===== src/hw/rtl/isrt_pkg.sv =====
package isrt_pkg;

   localparam int DATA_W = 32;

   typedef logic signed [DATA_W-1:0] data_type;

   // Commands broadcast to every cell of the chain together.
   typedef struct packed {
      logic insert;  // a new value is placed into the chain
      logic shift;   // the chain moves one place towards the output
   } ctrl_type;

endpackage


===== src/hw/rtl/insertion_sorter.sv =====
// Streaming stable insertion sorter. Each req_ beat carries one signed value,
// which is written into a chain of CAPACITY cells as its beat is taken: every
// cell compares its entry with the new value at once, and entries greater than
// it move up one place. A beat with req_end_of_set high is inserted like any
// other, after which the set drains from the bottom of the chain, one rsp_ beat
// per cycle while rsp_stall is low, in ascending order, the last beat marked by
// rsp_final_res. Values that arrive while the chain is full are dropped, and
// rsp_overflowed is then high on every beat of that set. Values are taken at one
// per cycle while a set is being collected; while a set drains, req_stall is
// high, so no new value is taken until the last beat of the set has left.
module insertion_sorter
   import isrt_pkg::*;
#(
   parameter int CAPACITY = 32
) (
   input  logic                     clock,
   input  logic                     reset,
   input  logic                     req_valid,
   output logic                     req_stall,
   input  logic signed [DATA_W-1:0] req_value,
   input  logic                     req_end_of_set,
   output logic                     rsp_valid,
   input  logic                     rsp_stall,
   output logic signed [DATA_W-1:0] rsp_sorted_value,
   output logic                     rsp_final_res,
   output logic                     rsp_overflowed
);

   localparam int CW = $clog2(CAPACITY + 1);

   localparam logic ST_FILL  = 1'b0;
   localparam logic ST_DRAIN = 1'b1;

   logic          state_ff, state_in;
   logic [CW-1:0] count_ff, count_in;
   logic          ovf_ff, ovf_in;

   logic          req_beat, rsp_beat, full;
   ctrl_type      ctrl;

   logic     [CAPACITY-1:0] gt;
   data_type                 cell_data [CAPACITY];

   assign req_beat = req_valid && !req_stall;
   assign rsp_beat = rsp_valid && !rsp_stall;
   assign full     = (count_ff == CW'(CAPACITY));

   assign ctrl.insert = req_beat && !full;
   assign ctrl.shift  = rsp_beat;

   genvar i;
   generate
      for (i = 0; i < CAPACITY; i++) begin : g_cell
         logic     prev_gt;
         data_type prev_data;
         data_type next_data;

         if (i == 0) begin : g_first
            assign prev_gt   = 1'b0;
            assign prev_data = '0;
         end else begin : g_mid
            assign prev_gt   = gt[i-1];
            assign prev_data = cell_data[i-1];
         end

         if (i == CAPACITY - 1) begin : g_last
            assign next_data = '0;
         end else begin : g_inner
            assign next_data = cell_data[i+1];
         end

         isrt_cell u_cell (
            .clock     (clock),
            .ctrl      (ctrl),
            .new_value (req_value),
            .occupied  (CW'(i) < count_ff),
            .at_tail   (CW'(i) == count_ff),
            .prev_gt   (prev_gt),
            .prev_data (prev_data),
            .next_data (next_data),
            .gt        (gt[i]),
            .data      (cell_data[i])
         );
      end
   endgenerate

   assign req_stall        = (state_ff == ST_DRAIN);
   assign rsp_valid        = (state_ff == ST_DRAIN);
   assign rsp_sorted_value = cell_data[0];
   assign rsp_final_res    = (count_ff == CW'(1));
   assign rsp_overflowed   = ovf_ff;

   always_comb begin
      state_in = state_ff;
      count_in = count_ff;
      ovf_in   = ovf_ff;
      unique case (state_ff)
         ST_FILL: begin
            if (req_beat) begin
               if (full) begin
                  ovf_in = 1'b1;
               end else begin
                  count_in = count_ff + CW'(1);
               end
               if (req_end_of_set) begin
                  state_in = ST_DRAIN;
               end
            end
         end
         ST_DRAIN: begin
            if (rsp_beat) begin
               count_in = count_ff - CW'(1);
               if (rsp_final_res) begin
                  state_in = ST_FILL;
                  ovf_in   = 1'b0;
               end
            end
         end
         default: begin
            state_in = ST_FILL;
         end
      endcase
   end

   always_ff @(posedge clock) begin
      if (reset) begin
         state_ff <= ST_FILL;
         count_ff <= '0;
         ovf_ff   <= 1'b0;
      end else begin
         state_ff <= state_in;
         count_ff <= count_in;
         ovf_ff   <= ovf_in;
      end
   end

`ifndef SYNTH
   a_count_bound: assert property (@(posedge clock) disable iff (reset)
      count_ff <= CW'(CAPACITY))
      else $error("fill count beyond capacity");

   a_drain_nonempty: assert property (@(posedge clock) disable iff (reset)
      (state_ff == ST_DRAIN) |-> (count_ff != '0))
      else $error("draining an empty chain");

   a_ascending: assert property (@(posedge clock) disable iff (reset)
      rsp_beat && !rsp_final_res |=> rsp_valid && (rsp_sorted_value >= $past(rsp_sorted_value)))
      else $error("results not in ascending order");

   a_set_closes: assert property (@(posedge clock) disable iff (reset)
      rsp_beat && rsp_final_res |=> !rsp_valid && (count_ff == '0) && !ovf_ff)
      else $error("set not closed after final beat");
`endif

endmodule


===== src/hw/rtl/isrt_cell.sv =====
module isrt_cell
   import isrt_pkg::*;
(
   input  logic     clock,
   input  ctrl_type ctrl,
   input  data_type new_value,
   input  logic     occupied,
   input  logic     at_tail,
   input  logic     prev_gt,
   input  data_type prev_data,
   input  data_type next_data,
   output logic     gt,
   output data_type data
);

   data_type data_ff;
   data_type data_in;

   // Strictly greater keeps equal keys in arrival order.
   assign gt   = occupied && (data_ff > new_value);
   assign data = data_ff;

   always_comb begin
      data_in = data_ff;
      if (ctrl.shift) begin
         data_in = next_data;
      end else if (ctrl.insert) begin
         // The lower neighbour is greater too, so its value moves up into this cell.
         if (prev_gt) begin
            data_in = prev_data;
         end else if (gt || at_tail) begin
            data_in = new_value;
         end
      end
   end

   always_ff @(posedge clock) begin
      data_ff <= data_in;
   end

endmodule


===== config.mk =====
export PLATFORM = sky130hd
export DESIGN_NAME = insertion_sorter
export DESIGN_NICKNAME = d
export VERILOG_FILES = /design/src/hw/rtl/isrt_pkg.sv /design/src/hw/rtl/insertion_sorter.sv /design/src/hw/rtl/isrt_cell.sv
export SDC_FILE = /design/constraint.sdc
export NUM_CORES = 2
export LEC_CHECK = 0
export BUFFER_PORTS_ARGS = -buffer_cell sky130_fd_sc_hd__clkbuf_2
export CORE_MARGIN = 3
export CORE_UTILIZATION = 39
export CTS_CLUSTER_DIAMETER = 80
export CTS_CLUSTER_SIZE = 40
export DETAILED_ROUTE_END_ITERATION = 8
export GPL_TIMING_DRIVEN = 0
export PLACE_DENSITY = 0.59
export REMOVE_ABC_BUFFERS = 1
export SLEW_MARGIN = 20
export SYNTH_ARGS = -nofsm -noshare
export SYNTH_HDL_FRONTEND = slang
export SYNTH_SLANG_ARGS = --single-unit

===== constraint.sdc =====
create_clock -name clock -period 7.3 [get_ports clock]
set_clock_uncertainty 0.1 [all_clocks]
set_input_delay 1.46 -clock clock [delete_from_list [all_inputs] [get_ports clock]]
set_output_delay 1.46 -clock clock [all_outputs]
set_load 0.01 [all_outputs]

==> metrics.cfg <==
[cells_and_area]
nets=8436
n_fill_cell=17782
final_layout_size_suffix_gt1_frac=0.0832
syn_to_final_growth_pct=13.5
finalInstanceArea_sq_um=85000
regArea_sq_um=30600
multi_input_area_sq_um=42700

[route]
drc_errors=0
wirelength_microns=297000
vias=66738
first_iter_violations=7770
first_pass_iters=8
wl_per_cell_microns=29.9
avgViaCountPerCell=6.71
ant_nets=0

[status]
status=finished clean

[yosys]
synth_seq_cells=1032
synth.cell_area_sq_um=74900
synth_flop_cell=edfxtp_1
synthDistinctLibCells=85
yosysTopAreaCellShare=0.398
ys_warn_count=0
synth_top_area_cell=edfxtp_1
ys_async_sr_fraction=0
synthTopCellsByArea=edfxtp_1 40%, ha_1 17%, o211ai_1 5.4%
synth_enable_flop_cells=992
syn_avg_cell_area_sq_um=9.89
seq_area_frac_synth=0.409
syn_inst=7565

[timing]
hold_viol=0
setup_tns_ns=0
relSlewSlack=0.184
rsz0062_at_grt=no
post-route-period-util=0.840
fmax_mhz=163
worst_pin_slew_ns=1.22
setup_viol=0
post-route-min-period_ns=6.13
report.final.slew_viol_count=0

[critical_path]
cp-start-kind=primary input
cp_slowest_cell=nor4_1
cp_data_arrival_time_ns=6.47
path_cells=clkbuf_2 > inv_4 > buf_12 > ha_1 > nand4_1 > nor4_1 > or3b_1 > and2_1 > a311oi_4 > buf_8 > buf_6 > a311oi_1 > o21ai_4 > buf_16
worst-path-buf-inv=6
required_ns=7.64
crit_fanout=24
critical_path_class=primary input to register
end_kind=register
cpPeakStageDelay_ns=0.98
critical_path.top_delay_family=simple AND/OR/NAND/NOR gates

[die]
die_y_microns=444
initial_core_util=0.393
rows=160
dieWidth_microns=444
ios=73
dieArea_sq_um=197000
core-area_sq_um=190000

[power]
power_mw=18.4
powerDensity_nw_per_um2=217
irDropWorstVdd_v=0.000192
total_leakage_power_nw=32.0

[clocking]
clock_latency_ns=0.75
cts_root_buf=clkbuf_16
cts_tree=yes
cts_buffer_depth=3
cts_made_buffers=69
htreeDepth=3
clkSinkCount=1032
hold_buffers=0
cts_resized=0
cts.clk_slew.worst_paths_ns=0.10
post_cts_buffers=0

[global_routing]
grt_pass1_vias=64592
grt_pass1_wl_microns=431000
antenna_found_initial=14
track_usage=0.290
gr-total-overflow=0
grt_max_degree=72

[job]
cap_violations=0

[place]
portBuffers=72
gp_congestion=0.915
dp_hpwl_microns=222000
dpl_cell_area_sq_um=82400

[worst_hold_path]
holdCritPathClass=register to register

through the flow:
| stage | hold slack (ns) | util | setup WS [ns] | std cells |
|---|---|---|---|---|
| floorplan | 0.403 | - | -44.02 | 7009 |
| global placement | 0.425 | 0.400 | -88.73 | 9592 |
| detailed placement | 0.457 | 0.433 | 0.555 | 9810 |
| CTS | 0.479 | 0.446 | 1.33 | 9938 |
| global route | 0.517 | 0.446 | 1.09 | 9939 |
| finish | 0.469 | 0.446 | 1.17 | 9943 |
cell families after synthesis:
kind of cell,after synthesis,synth area share
buffers and inverters,666,0.0356
adder cells (fa/ha/maj),1028,0.172
AND/OR/NAND/NOR,2602,0.161
XOR/XNOR,4,0.000468
AO/OA/AOI/OAI,2089,0.203
multiplexers,144,0.0194
flip-flops,1032,0.409
final timing paths:
kind / from / endpoint / slack, ns / cells past startpoint
setup reg to reg: count_ff[1] / g_cell[31].u_cell.data[13] / 2.01 / 11
hold reg to reg: g_cell[31].u_cell.data[0] / g_cell[31].u_cell.data[0] / 0.47 / 2
hold / removal: g_cell[31].u_cell.data[0] / g_cell[31].u_cell.data[0] / 0.47 / 2
setup / recovery: req_value[30] / g_cell[15].u_cell.data[22] / 1.17 / 14
metal layers:
metal  global-route usage  routed length, microns
met1                0.377                  117000
met3               0.0674                   30200
met4                0.142                   16700
met5                    0                      27
met2                0.453                  133000
cells in the final DEF, fill, tap and decap left out, drive strengths merged, types with 32 or more instances in the layout:
cell type	count
buf	219
nand4	244
or3	47
a21o	227
o21ai	222
a211oi	32
and3	41
dfxtp	40
a221oi	53
a221o	351
nor2b	66
inv	126
a31oi	33
nand2	1076
nor2	340
nand3	549
o22ai	44
ha	1028
nor3	106
a21oi	401
edfxtp	992
o211ai	540
mux2i	138
clkbuf	147
o31ai	46
nor4	32
flip-flops by register name (all words and copies together) (netlist names):
name                cells
count_ff                6
g_cell.u_cell.data   1024
req_stall               1
rsp_overflowed          1
where the power goes:
| group | total (mW) | internal [mW] | switching (mW) |
|---|---|---|---|
| combinational | 5.43 | 2.15 | 3.29 |
| clock | 4.77 | 2.18 | 2.59 |
| sequential | 8.20 | 7.48 | 0.719 |
Yosys cell counts, types with 44 or more instances:
cell,instances
mux2i_1,138
o31ai_1,46
a221oi_1,53
or3_1,47
inv_1,109
a221o_1,351
nand3_1,549
buf_2,62
o211ai_1,539
a21oi_1,401
o21ai_0,200
o22ai_1,44
clkbuf_1,424
ha_1,1028
nand4_1,244
buf_1,55
a21o_1,227
nor2b_1,66
nand2_1,1076
edfxtp_1,992
nor3_1,106
nor2_1,339
area by class of cell:
class                   instances  share of cell area
multi-input cells            5867               0.503
clock buffers                  75              0.0216
diodes                          4            0.000118
flip-flops and latches       1032               0.360
clock inverters                53             0.00869
inverters                     110             0.00562
well taps                    2511              0.0370
repair buffers                291              0.0643
worst reg2reg max path, delay by kind of cell, from the launching register on:
kind	cells	cell delay, ns
adder cells (fa/ha/maj)	1	0.70
buffers and inverters	3	0.76
AND/OR/NAND/NOR	3	1.87
AO/OA/AOI/OAI	4	1.27
flip-flops	1	0.50
Power figures use the tool's default switching activity.
